`src/rtl/core/hpl_ram.sv`:
```
// ----------------------------------------------------------------------------
// hpl_ram
// Generic simple dual-port RAM: one write port, one read port, registered read.
// ----------------------------------------------------------------------------
module hpl_ram #(
   parameter int WIDTH = 8,
   parameter int DEPTH = 16,
   localparam int ADDR_W = (DEPTH > 1) ? $clog2(DEPTH) : 1
) (
   input  logic              clock,
   input  logic              wr_en,
   input  logic [ADDR_W-1:0] wr_addr,
   input  logic [WIDTH-1:0]  wr_data,
   input  logic              rd_en,
   input  logic [ADDR_W-1:0] rd_addr,
   output logic [WIDTH-1:0]  rd_data
);

   logic [WIDTH-1:0] mem_ff [DEPTH];
   logic [WIDTH-1:0] rd_data_ff;

   // Write port
   always_ff @(posedge clock) begin
      if (wr_en) begin
         mem_ff[wr_addr] <= wr_data;
      end
   end

   // Read port, data held until the next read
   always_ff @(posedge clock) begin
      if (rd_en) begin
         rd_data_ff <= mem_ff[rd_addr];
      end
   end

   assign rd_data = rd_data_ff;

endmodule

```
`config.mk`:
```
export PLATFORM = sky130hd
export DESIGN_NAME = hpl_ram
export DESIGN_NICKNAME = d
export VERILOG_FILES = /design/src/rtl/core/hpl_ram.sv
export SDC_FILE = /design/constraint.sdc
export NUM_CORES = 1
export LEC_CHECK = 0
export ABC_AREA = 1
export BUFFER_PORTS_ARGS = -buffer_cell sky130_fd_sc_hd__buf_2
export CAP_MARGIN = 10
export CORE_MARGIN = 5
export CORE_UTILIZATION = 40
export DETAILED_ROUTE_END_ITERATION = 10
export GPL_TIMING_DRIVEN = 0
export PLACE_DENSITY_LB_ADDON = 0.08
export SLEW_MARGIN = 15
export SYNTH_ARGS = -nofsm -noshare
export SYNTH_HDL_FRONTEND = slang
export SYNTH_SLANG_ARGS = --single-unit
```
`constraint.sdc`:
```
create_clock -name clock -period 1.6 [get_ports clock]
set_clock_uncertainty 0.1 [all_clocks]
set_input_delay 0.32 -clock clock [delete_from_list [all_inputs] [get_ports clock]]
set_output_delay 0.32 -clock clock [all_outputs]
set_load 0.01 [all_outputs]
```
; ---- After elaboration in Yosys (flattened, before gate mapping)
; Memory sizes are Yosys's and may differ from the RTL's. A register that Yosys moved wholly into a read port is not among the register bits.
; Cells that the tools add are included.
[op_classes]
muxes = 2
[op_table]
columns = cell, count
row1 = 2-to-1 mux 1 bit, 2
[totals]
regBits = 0
mem_bits_rw = 128
inputBits = 19
output_inout_bits = 8
mem_count = 1
[mem_list]
columns = memory, words, width, rd, rd_ports_with_merged_regs, write_ports, line_no
row1 = mem_ff, 16, 8, 1, 1, 1, 19  ; logic [WIDTH-1:0] mem_ff [DEPTH];

; ---- Depth between registers and ports, before layout
[logic_depth]
word_depth = 2
ltp_mapped = 8

; ---- Worst setup path after synthesis
; OpenSTA, ideal clock, no wires.
[synth_timing]
path_type = in2reg
start = input port wr_addr[2]
end = memory mem_ff[10][0], enable pin
arrival_ns = 0.901
slack_ns = 0.229
stages = 2
path_buffers = 0
path_cell_list = nand3b_1 > nor2_1
[synth_lines]
columns = item, line_no
row1 = from (decl), 12  ; input logic [ADDR_W-1:0] wr_addr,
row2 = to (decl), 19
; No word-level cell before the write port.

; ---- Worst setup path after layout
[layout_timing]
start = input port wr_addr[1]
end = memory mem_ff[13][7], enable pin
; No word-level cell before the write port.

==> impl_metrics.prom <==
# TYPE chip_impl_metric gauge
chip_impl_info{name="setup.worst_path.end_class",value="flip-flop"} 1
chip_impl_metric{name="vias_per_cell",unit=""} 4.79
chip_impl_info{name="worstPathCellList",value="buf_2 > inv_1 > nand2_1 > nor2_1"} 1
chip_impl_metric{name="overflow",unit=""} 0
chip_impl_info{name="largest_family_of_logic_cells_by_synthesized_area",value="simple AND/OR/NAND/NOR gates"} 1
chip_impl_info{name="post-synth-top-area-cell",value="sky130_fd_sc_hd__edfxtp_1"} 1
chip_impl_metric{name="cts.sinks",unit=""} 136
chip_impl_metric{name="netlist-cell-type-count",unit=""} 11
chip_impl_metric{name="synth_adder_area_share",unit="%"} 0
chip_impl_metric{name="clkSlewWorstSetupHoldPaths",unit="ns"} 0.06
chip_impl_metric{name="fmaxAchievable",unit="MHz"} 650
chip_impl_metric{name="postSynth.asyncResetShare",unit="%"} 0
chip_impl_metric{name="worst_slack_setup_final",unit="ns"} 0.0609
chip_impl_metric{name="netlist.area_leader.share",unit="%"} 69.8
chip_impl_metric{name="cp.arrival",unit="ns"} 1.47
chip_impl_info{name="timing.hold.worst.start",value="rd_en"} 1
chip_impl_metric{name="crit_required",unit="ns"} 1.54
chip_impl_metric{name="mappedNetlistNets",unit=""} 570
chip_impl_metric{name="std_cell_rows",unit=""} 44
chip_impl_metric{name="leakage",unit="nW"} 2.90
chip_impl_info{name="timing_worst_setup_path_type",value="in -> reg"} 1
chip_impl_metric{name="final-max-slew-violation-count",unit=""} 0
chip_impl_metric{name="place_congestion",unit=""} 0.824
chip_impl_info{name="cts.root.buffer_cell",value="sky130_fd_sc_hd__clkbuf_16"} 1
chip_impl_metric{name="final.period_utilization",unit="%"} 96.2
chip_impl_metric{name="design_area",unit="mm²"} 0.00676
chip_impl_metric{name="totalWireLength",unit="mm"} 14.4
chip_impl_metric{name="worst-path-max-fanout",unit=""} 8
chip_impl_metric{name="max_stage_delay",unit="ns"} 0.81
chip_impl_metric{name="hold-worst-slack",unit="ns"} 0.149
chip_impl_info{name="tritoncts",value="yes"} 1
chip_impl_info{name="worst_setup_path_start_kind",value="primary input"} 1
chip_impl_info{name="ys_dominant_reg_cell",value="sky130_fd_sc_hd__edfxtp_1"} 1
chip_impl_metric{name="layout-area-overhead-vs-synth",unit="%"} 15.6
chip_impl_info{name="critical_path.slowest_cell",value="sky130_fd_sc_hd__nor2_1"} 1
chip_impl_metric{name="antenna_cells_inserted",unit=""} 0
chip_impl_metric{name="dpl_cell_area",unit="mm²"} 0.00619
chip_impl_metric{name="relSlewSlack",unit="%"} 33.5
chip_impl_metric{name="nNetsFinal",unit=""} 612
chip_impl_info{name="status",value="completed"} 1
chip_impl_info{name="startpoint_of_the_lowest_slack_register_to_register_path",value="mem_ff[7][1]"} 1
chip_impl_metric{name="r2r.worst_path.cells",unit=""} 6
chip_impl_metric{name="clk_path_buf_depth",unit=""} 2
chip_impl_info{name="yosys-top-cells-count",value="sky130_fd_sc_hd__nand2_1 (173), sky130_fd_sc_hd__edfxtp_1 (136), sky130_fd_sc_hd__inv_1 (100)"} 1
chip_impl_metric{name="synth.yosys.seq_area_share",unit="%"} 69.8
chip_impl_metric{name="grt_start_max_net_pins",unit=""} 17
chip_impl_metric{name="timing.hold.worst_path_depth",unit=""} 1
chip_impl_metric{name="top_level_ports",unit=""} 27
chip_impl_metric{name="ctsResizeCount",unit=""} 0
chip_impl_metric{name="peakVddDrop",unit="mV"} 0.614
chip_impl_metric{name="pre_cts_ws",unit="ns"} -0.337
chip_impl_metric{name="fraction_of_synthesized_area_in_multiplexers",unit="%"} 0
chip_impl_metric{name="height_of_the_chip",unit="µm"} 131
chip_impl_metric{name="placement.io_buffers",unit=""} 23
chip_impl_metric{name="avgSynthCellArea",unit="µm²"} 10.6
chip_impl_metric{name="synthCells",unit=""} 551
chip_impl_metric{name="horizontal_die_dimension",unit="µm"} 131
chip_impl_metric{name="setup-violations-final",unit=""} 0
chip_impl_info{name="hold-path-endpoint",value="rd_data[4]"} 1
chip_impl_metric{name="layout.filler_cells",unit=""} 1383
chip_impl_metric{name="tightest_slew",unit="ns"} 0.994
chip_impl_metric{name="yosys_register_bits",unit=""} 136
chip_impl_metric{name="proportion_of_layout_cells_with_a_drive_suffix_above_1",unit="%"} 12.0
chip_impl_metric{name="wl_per_cell",unit="µm"} 18.3
chip_impl_metric{name="yosys.area_share.xor_xnor",unit="%"} 0
chip_impl_info{name="grt_setup_unrepaired",value="no"} 1
chip_impl_metric{name="core_area",unit="mm²"} 0.0144
chip_impl_metric{name="total_power",unit="W"} 0.00835
chip_impl_metric{name="grt.total_usage",unit="%"} 18.5
chip_impl_metric{name="post-route-drc-count",unit=""} 0
chip_impl_metric{name="power_density",unit="mW/mm²"} 1240
chip_impl_metric{name="maxCapViolations",unit=""} 0
chip_impl_metric{name="cts-buffers-inserted",unit=""} 17
chip_impl_metric{name="worstSkewPairLatency",unit="ns"} 0.42
chip_impl_info{name="yosys.cell_count.top_type",value="sky130_fd_sc_hd__nand2_1"} 1
chip_impl_metric{name="timing.reg2reg.setup_slack",unit="ns"} 0.32
chip_impl_metric{name="synth-compound-area-share",unit="%"} 0
chip_impl_metric{name="cts_setup_buffers",unit=""} 0
chip_impl_metric{name="global_route_wire_length_before_repair",unit="mm"} 22.2
chip_impl_metric{name="synth_enable_flop_cells",unit=""} 136
chip_impl_metric{name="netlist_area",unit="mm²"} 0.00585
chip_impl_metric{name="grt_antenna_before_repair",unit=""} 0
chip_impl_metric{name="hold_buffers",unit=""} 0
chip_impl_metric{name="cts-htree-levels",unit=""} 4
chip_impl_metric{name="drtIter0Drc",unit=""} 321
chip_impl_metric{name="dp_hpwl",unit="mm"} 9.88
chip_impl_metric{name="first_global_vias",unit=""} 3592
chip_impl_metric{name="die_area",unit="mm²"} 0.0171
chip_impl_metric{name="drt.antenna.violating_nets",unit=""} 0
chip_impl_metric{name="firstDrtPassIters",unit=""} 4
chip_impl_metric{name="hold_viol",unit=""} 0
chip_impl_metric{name="vias",unit=""} 3781
chip_impl_info{name="worst_hold_path_type",value="in -> reg"} 1
chip_impl_info{name="synthTopCellsByArea",value="sky130_fd_sc_hd__edfxtp_1 (70%), sky130_fd_sc_hd__nand2_1 (11%), sky130_fd_sc_hd__nand3_1 (8.3%)"} 1
chip_impl_metric{name="fin_util",unit="%"} 46.9
chip_impl_metric{name="synthSimpleGateAreaFrac",unit="%"} 20.8
chip_impl_metric{name="yosys_warnings",unit=""} 0
chip_impl_info{name="regToRegEndpoint",value="rd_data[1]"} 1
chip_impl_metric{name="timing.final.crit_period",unit="ns"} 1.54
chip_impl_metric{name="initial_core_utilization",unit="%"} 40.5
==> registers in the layout (all words and copies together), names as in the netlist <==
signal	count
mem_ff	128
rd_data	8
==> power by group <==
part           switching, W  leakage (nW)  total [W]  internal (W)
combinational      0.000375          1.39   0.000525      0.000150
sequential        0.0000175          1.24    0.00403       0.00402
clock               0.00138         0.277    0.00379       0.00241
==> placed cells by master (no fill, tap or decap) <==
cell / n
sky130_fd_sc_hd__buf_1: 1
sky130_fd_sc_hd__nand3_1: 97
sky130_fd_sc_hd__nand2_1: 173
sky130_fd_sc_hd__nor2_1: 17
sky130_fd_sc_hd__clkinv_1: 4
sky130_fd_sc_hd__inv_2: 2
sky130_fd_sc_hd__buf_6: 6
sky130_fd_sc_hd__clkinv_2: 4
sky130_fd_sc_hd__nand3b_1: 2
sky130_fd_sc_hd__inv_1: 100
sky130_fd_sc_hd__clkbuf_1: 3
sky130_fd_sc_hd__clkbuf_16: 17
sky130_fd_sc_hd__edfxtp_1: 136
sky130_fd_sc_hd__clkinvlp_4: 1
sky130_fd_sc_hd__buf_4: 4
sky130_fd_sc_hd__buf_2: 36
sky130_fd_sc_hd__bufinv_16: 3
==> worst max-delay path, delay by kind of cell <==
family                 cells  cell delay [ns]
AND/OR/NAND/NOR            2             0.97
buffers and inverters      2             0.18
==> cell type report <==
| cell class | count | area (µm²) | share of cell area [%] |
|---|---|---|---|
| Sequential cell | 136 | 4080 | 60.4 |
| Multi-Input combinational cell | 289 | 1210 | 17.9 |
| Clock buffer | 20 | 437 | 6.46 |
| Inverter | 102 | 383 | 5.66 |
| Tap cell | 184 | 230 | 3.40 |
| Buffer | 24 | 166 | 2.46 |
| Clock inverter | 12 | 133 | 1.96 |
| Timing Repair Buffer | 23 | 115 | 1.70 |
==> layer usage <==
layer	up-vias	global-route usage, %	routed length (µm)
li1	1866	-	-
met3	17	4.02	831
met5	-	0	0
met2	115	26.8	6160
met4	0	6.96	241
met1	1783	27.3	7190
==> per-stage QoR <==
step | setup TNS [ns] | std cells
after floorplan | 0 | 551
after global placement | -27.11 | 758
after detailed placement | -28.79 | 758
after CTS | 0 | 790
after global routing | 0 | 790
final | 0 | 790
==> cells by family (layout without fill, tap and decap cells) <==
kind of cell | Yosys count | in the layout
buffers and inverters | 126 | 181
flip-flops | 136 | 136
AND/OR/NAND/NOR | 289 | 289
==> worst max path at each step <==
stage,startpoint,to,slack [ns],depth (start not counted)
after floorplan,wr_addr[2],mem_ff[10][0],0.23,2
after global placement,wr_addr[1],mem_ff[13][0],-0.31,4
after detailed placement,wr_addr[1],mem_ff[13][0],-0.34,4
after CTS,wr_addr[1],mem_ff[13][4],0.02,4
after global routing,wr_addr[1],mem_ff[13][4],0.02,4
final,wr_addr[1],mem_ff[13][7],0.06,4
(Power assumes the default switching activity.)
