--- config.mk ---
export PLATFORM = sky130hd
export DESIGN_NAME = hpl_expiry
export DESIGN_NICKNAME = d
export VERILOG_FILES = /design/src/rtl/core/hpl_expiry.sv
export SDC_FILE = /design/constraint.sdc
export NUM_CORES = 1
export LEC_CHECK = 0
export BUFFER_PORTS_ARGS = -buffer_cell sky130_fd_sc_hd__buf_2
export CAP_MARGIN = 20
export CORE_MARGIN = 3
export CORE_UTILIZATION = 49
export DETAILED_ROUTE_END_ITERATION = 10
export GPL_TIMING_DRIVEN = 0
export PLACE_DENSITY_LB_ADDON = 0.15
export SETUP_SLACK_MARGIN = 0.05
export SYNTH_ARGS = -nofsm -noshare
export SYNTH_HDL_FRONTEND = slang
export SYNTH_SLANG_ARGS = --single-unit
--- constraint.sdc ---
create_clock -name vclk -period 3.7
set_clock_uncertainty 0.1 [all_clocks]
set_input_delay 0.37 -clock vclk [all_inputs]
set_output_delay 0.37 -clock vclk [all_outputs]
set_load 0.05 [all_outputs]
--- src/rtl/core/hpl_expiry.sv ---
// ----------------------------------------------------------------------------
// hpl_expiry
// Liveness check of one handle table entry against the current time.
// ----------------------------------------------------------------------------
module hpl_expiry #(
   parameter int TIME_WIDTH = 32
) (
   input  logic                  used,
   input  logic [TIME_WIDTH-1:0] act_time,
   input  logic [TIME_WIDTH-1:0] limit,
   input  logic [TIME_WIDTH-1:0] now,
   output logic                  alive
);

   logic [TIME_WIDTH-1:0] horizon;

   // Alive: used, limit not past now, last activity after now - limit
   assign horizon = now - limit;
   assign alive   = used && (limit <= now) && (act_time > horizon);

endmodule

# After elaboration in Yosys (flattened, before gate mapping)
# Cells that the tools add are included.
# word_totals
register_bits	0
# classes
n_lt_le_gt_ge	2
reduce_logical	2
addsub	1
# ops
op	n
$gt A32 B32 Y1	1
$le A32 B32 Y1	1
$sub A32 B32 Y32	1
$logic_and A1 B1 Y1	2

# Longest topological paths before layout
# Gate-level depths: netlist (run 1).
# depth
word_depth	3
mapped_depth	16
mapped_depth_nobuf	16

# Worst setup path after synthesis (run 1)
# Ideal clock, no wire load.
# synth_timing
path_type	input port to output port
startpoint	input now[0]
endpoint	output alive
setup_slack_ns	-0.963
arrival_ns	4.193
required_ns	3.230
path_buffers	0
cell_stages	14
path_cell_list	inv_1 -> ha_1 -> fa_1 -> nand2b_1 -> a21oi_1 -> o21ai_1 -> a221o_1 -> a31oi_2 -> xnor2_1 -> ha_1 -> nand4_1 -> nor4_1 -> o21ai_0 -> a211oi_1
# synth_between
elab_chain_cells	3
elab_cells_between_ends	5
classes_between	1 x add/sub; 2 x order compare; 2 x reduce/logical
# synth_rtl
item	line_no	text
start: declaration	11	input logic [TIME_WIDTH-1:0] now,
$sub A32 B32 Y32 or $le A32 B32 Y1 (tied branches)	18, 19	
$gt A32 B32 Y1 or $logic_and A1 B1 Y1 (tied branches)	19	assign alive = used && (limit <= now) && (act_time > horizon);
$logic_and A1 B1 Y1 *	19	
end: declaration	12	output logic alive
# Mark *: on every way between the ends. The rest lies on a longest branch, timed or not.

# Worst setup path in the final report (run 1)
# Ends and elaborated chain as after synthesis.

==> results.md, run 1 <==
* Path type of the worst setup path: in2out
* Setup crit start kind: input port
* Vias post-DR at 3,644
* RSZ-0062 raised after global routing: yes
* IO Port Bufs at 98
* Cells after Synth at 424
* Critical Path RT at 3.23 ns
* Gr ovfl total at 0
* Initial Util at 51.90%
* Vias in the first global route at 3,423
* Peak VDD IR at 0.0001322 V
* Placed insts at 594
* Drt wl/cell at 15.95 um
* Max Freq at 243.9 MHz
* Die area at 0.006977 mm2
* Design Power at 0.8604 mW
* Slew headroom at 64.94%
* Final setup violation count at 1
* Synth Net Count at 586
* Sequential area share after synthesis at 0%
* Status: complete, but fails checks
* CP Launch Point: now[0]
* Hold/Removal Path Class: in2out
* Dpl hpwl at 8.061 mm
* Period utilisation layout at 110.8%
* Cell row count at 27
* TritonRoute pass-1 iters at 5
* # hold bufs at CTS at 0
* Final WS setup at -0.3993 ns
* Hold EP: alive
* Failing checks: negative setup slack
* Hold Crit Start: used
* Leakage at 1.980 nW
* Avg Cell Area, Syn at 6.947 um2
* Die Wd at 83.53 um
* Fraction of layout cells with a size suffix above 1 at 38.62%
* Critical path fanouts, max at 3
* Max Cap Viol at 0
* CP arrival at 3.63 ns
* Synthesis-to-layout area growth at 45.07%
* Multi-input logic area at 0.003294 mm2
* Synth Cell Area at 0.002945 mm2
* Top-Level Pins at 98
* Power per Cell Area at 201.4 mW/mm2
* First DRT Iteration DRCs at 182
* Pre-CTS setup slack at -0.8947 ns
* Total wire length at 9.697 mm
* Final ANT Viol Nets at 0
* Layout Nets at 700
* Yosys warns at 0
* Gp weighted congestion at 0.9605
* Most frequent cells in the layout: buf_2 (94), ha_1 (43), a21oi_1 (42), nand2_1 (37), inv_1 (29)
* Num sequential at 0
* GRT Total Usage at 25.91%
* Synth cell types at 62
* Initial antenna violation count at 0
* Worst Setup End Kind: primary output
* Largest net degree at the start of global routing at 11
* Hold Path Stages at 4
* Yosys top cell area share at 27.19%
* FF/Latch Area at 0 um2
* Layout Cells excl Fill at 608
* DIE HEIGHT at 83.53 um
* Commonest non-fill, non-tap cell in the layout: buf_2
* Fill cells at 478
* Vias per Instance at 5.993
* N_diodes at 0
* Hold Slack at 0.9832 ns
* Final Hold Viols at 0
* Count of final max-slew check failures at 0
* DRC violations left at 0
* Core ar. at 0.005675 mm2
* Fin crit period at 4.099 ns
* Worst slew pin tran at 0.5204 ns
* Synth area leader: ha_1
* Top post-synthesis cells by area: ha_1 (27%), a21oi_1 (8.2%), nand2_1 (5.1%), inv_1 (4.8%), xor2_1 (4.2%)
* First-pass GRT wire length at 15.63 mm
* Clock Buffer Count at 0
==> per-layer routing <==
metal	track usage [%]	share of wire (%)
met1	34.51	45
met2	45.12	47
met3	3.159	6.8
met4	4.678	1.3
met5	0	0
==> worst max-delay path: stages <==
cell	delay, ns
buf_6	0.07
inv_4	0.03
ha_4	0.15
fa_2	0.34
nand2b_4	0.17
a21oi_4	0.18
o21ai_4	0.09
a221o_1	0.36
a31oi_4	0.23
xnor2_2	0.09
ha_1	0.30
nand4_1	0.17
nor4_4	0.41
a311oi_2	0.19
a211oi_4	0.27
buf_6	0.19
==> per-stage QoR <==
| step | util, % | area, um2 | TNS (ns) |
|---|---|---|---|
| after global placement | 68.32 | 3877 | -0.8055 |
| after CTS | 72.84 | 4134 | -0.3998 |
| after floorplan | - | 3297 | -0.1254 |
| after detailed placement | 68.32 | 3877 | -0.8947 |
| after global routing | 75.29 | 4273 | -0.5546 |
| final | 75.29 | 4273 | -0.3993 |
==> worst max path at each step <==
stage | end | depth (start not counted)
6_report | alive | 16
5_1_grt | alive | 14
4_1_cts | alive | 17
3_5_place_dp | alive | 16
3_3_place_gp | alive | 15
2_1_floorplan | alive | 13
==> power by group <==
group / total, mW / switching [mW] / internal, mW
registers: 0 / 0 / 0
clock network: 0 / 0 / 0
logic: 0.860 / 0.462 / 0.398
==> synthesized netlist by cell type (4+ instances only) <==
library cell	n
ha_1	64
a21oi_1	48
nand2_1	40
inv_1	38
nor2_1	26
o21ai_0	21
xor2_1	14
a21o_1	12
xnor2_1	12
nand4_1	11
nand2b_1	10
nand3_1	10
a31oi_1	7
nor3_1	7
clkbuf_1	6
o211ai_1	6
o21ai_1	6
a211o_1	5
a211oi_1	5
a21oi_2	5
nor2b_1	5
o31ai_1	5
buf_2	4
o21a_1	4
o21bai_1	4
==> what timing repair did <==
| item | 4_1_cts | 5_1_grt |
|---|---|---|
| gates resized for setup | 34 | 27 |
| pin swaps | 20 | 27 |
| setup buffers | 9 | 9 |
| endpoints found under the setup margin | 1 | 1 |
==> layout make-up <==
| type | count | share of cell area, % |
|---|---|---|
| tap | 72 | 2.108 |
| timing repair buffer | 116 | 15.23 |
| inverter | 38 | 3.572 |
| buffer | 10 | 1.991 |
| multi-input combinational | 372 | 77.10 |
==> cells by family (layout without fill, tap and decap cells) <==
family                   after synthesis  count (layout)  synth area share, %
AND/OR/NAND/NOR                      130             130                22.39
buffers and inverters                 52             164                7.561
AO/OA/AOI/OAI                        149             149                33.73
adder cells (fa/ha/maj)               65              65                27.87
multiplexers                           2               2               0.7222
XOR/XNOR                              26              26                7.732
(Power assumes the default switching activity.)
==> run 2, diff against run 1 <==
--- a/config.mk
+++ b/config.mk
@@ -7,7 +7,7 @@
 export LEC_CHECK = 0
 export BUFFER_PORTS_ARGS = -buffer_cell sky130_fd_sc_hd__buf_2
 export CAP_MARGIN = 20
-export CORE_MARGIN = 3
+export CORE_MARGIN = 2
 export CORE_UTILIZATION = 49
 export DETAILED_ROUTE_END_ITERATION = 10
 export GPL_TIMING_DRIVEN = 0
==> results.md, run 2 (synthesis results as in run 1) <==
* Status: complete, but fails checks
* Failing checks: negative setup slack
* Worst Setup End Kind: primary output
* IO Port Bufs at 98 (unchanged)
* Top-Level Pins at 98 (unchanged)
* DIE HEIGHT at 81.53 um (-2.4%)
* Setup crit start kind: input port
* Max Freq at 237.4 MHz (-2.7%)
* Drt wl/cell at 16.58 um (+4.0%)
* First DRT Iteration DRCs at 141 (-23%)
* Final ANT Viol Nets at 0 (unchanged)
* Gp weighted congestion at 0.9677 (+0.75%)
* Commonest non-fill, non-tap cell in the layout: buf_2
* Hold Slack at 1.001 ns (+0.01737 ns)
* Total wire length at 10.36 mm (+6.9%)
* Power per Cell Area at 205.9 mW/mm2 (+2.2%)
* Dpl hpwl at 7.616 mm (-5.5%)
* Placed inst area at 0.003881 mm2 (about the same)
* Peak VDD IR at 0.0001208 V (-8.6%)
* Most frequent cells in the layout: buf_2 (94), a21oi_1 (42), ha_1 (40), buf_4 (37), nand2_1 (35)
* Die Wd at 81.53 um (-2.4%)
* Cell row count at 28 (+3.7%)
* GRT Total Usage at 27.76% (+1.9 points)
* Fraction of layout cells with a size suffix above 1 at 43.45% (+4.8 points)
* Leakage at 2.037 nW (+2.9%)
* Slew headroom at 61.29% (-3.6 points)
* Max Cap Viol at 0 (unchanged)
* Fin crit period at 4.211 ns (+0.1122 ns)
* Pre-CTS setup slack at -0.9280 ns (-0.03335 ns)
* Vias in the first global route at 3,392 (-0.91%)
* Count of final max-slew check failures at 0 (unchanged)
* DRC violations left at 0 (unchanged)
* # hold bufs at CTS at 0 (unchanged)
* Gr ovfl total at 0 (unchanged)
* Critical Path RT at 3.23 ns (about the same)
* Hold/Removal Path Class: in2out
* Util after Layout at 76.11% (+0.83 points)
* Period utilisation layout at 113.8% (+3.0 points)
* Num sequential at 0 (unchanged)
* Placed insts at 597 (+0.51%)
* Cell area after layout at 0.004453 mm2 (+4.2%)
* Die area at 0.006647 mm2 (-4.7%)
* TritonRoute pass-1 iters at 5 (unchanged)
* Vias post-DR at 3,833 (+5.2%)
* Layout Cells excl Fill at 625 (+2.8%)
* Initial antenna violation count at 0 (unchanged)
* Synthesis-to-layout area growth at 51.19%
* Critical path fanouts, max at 4 (+1)
* N_diodes at 0 (unchanged)
* Largest net degree at the start of global routing at 11 (unchanged)
* CP arrival at 3.74 ns (+0.11 ns)
* RSZ-0062 raised after global routing: yes
* FF/Latch Area at 0 um2 (unchanged)
* Vias per Instance at 6.133 (+2.3%)
* Clock Buffer Count at 0 (unchanged)
* Initial Util at 50.34% (-1.6 points)
* Final setup violation count at 1 (unchanged)
* Final WS setup at -0.5115 ns (-0.1122 ns)
* Fill cells at 465 (-2.7%)
* Path type of the worst setup path: in2out
* Worst slew pin tran at 0.5745 ns (+0.05414 ns)
* Final Hold Viols at 0 (unchanged)
* Core ar. at 0.005851 mm2 (+3.1%)
* Layout Nets at 714 (+2.0%)
* First-pass GRT wire length at 14.99 mm (-4.1%)
run 2: layout make-up:
type	count	area (um2)	area share [%]
inverter	38	155.1	3.484
multi-input combinational	372	3374	75.78
buffer	5	32.53	0.7305
timing repair buffer	135	797.0	17.90
tap	75	93.84	2.107
run 2: through the flow:
step           TNS [ns]  power, mW
2_1_floorplan   -0.1254     0.5479
3_3_place_gp    -0.8928     0.7120
3_5_place_dp    -0.9280     0.7346
4_1_cts         -0.4067     0.7985
5_1_grt         -0.5625     0.9940
6_report        -0.5115     0.9168
run 2: final timing paths:
path              startpoint     to  slack, ns  cells after the start
setup / recovery   limit[22]  alive      -0.51                     17
hold / removal          used  alive       1.00                      4
run 2: power breakdown:
part	total [mW]	switching, mW	internal [mW]
Clock	0	0	0
Combinational	0.917	0.491	0.426
Sequential	0	0	0
Total	0.917	0.491	0.426
run 2: what timing repair did:
action | in CTS | in global routing
resized for setup | 41 | 46
endpoints found under the setup margin | 1 | 1
gates cloned | 0 | 0
setup buffers | 17 | 20
pin swaps | 24 | 36
run 2: critical path: stages:
cell and delay, ns:
buf_2 0.12, inv_6 0.03, ha_4 0.25, a211oi_4 0.25, o211ai_1 0.13, a221o_1 0.34, mux2_4 0.33, nor2_4 0.13
o311ai_4 0.11, ha_1 0.32, nand4_1 0.20, nor4_4 0.38, buf_4 0.18, buf_4 0.11, o21ai_4 0.05, a211oi_4 0.24
buf_6 0.19
run 2: metal layers:
metal / vias to the layer above / wire [um] / global-route usage, %
li1: 1830 / - / -
met1: 1779 / 4089 / 34.27
met2: 185 / 5128 / 50.98
met3: 39 / 758 / 1.758
met4: 0 / 386 / 8.644
met5: - / 0 / 0
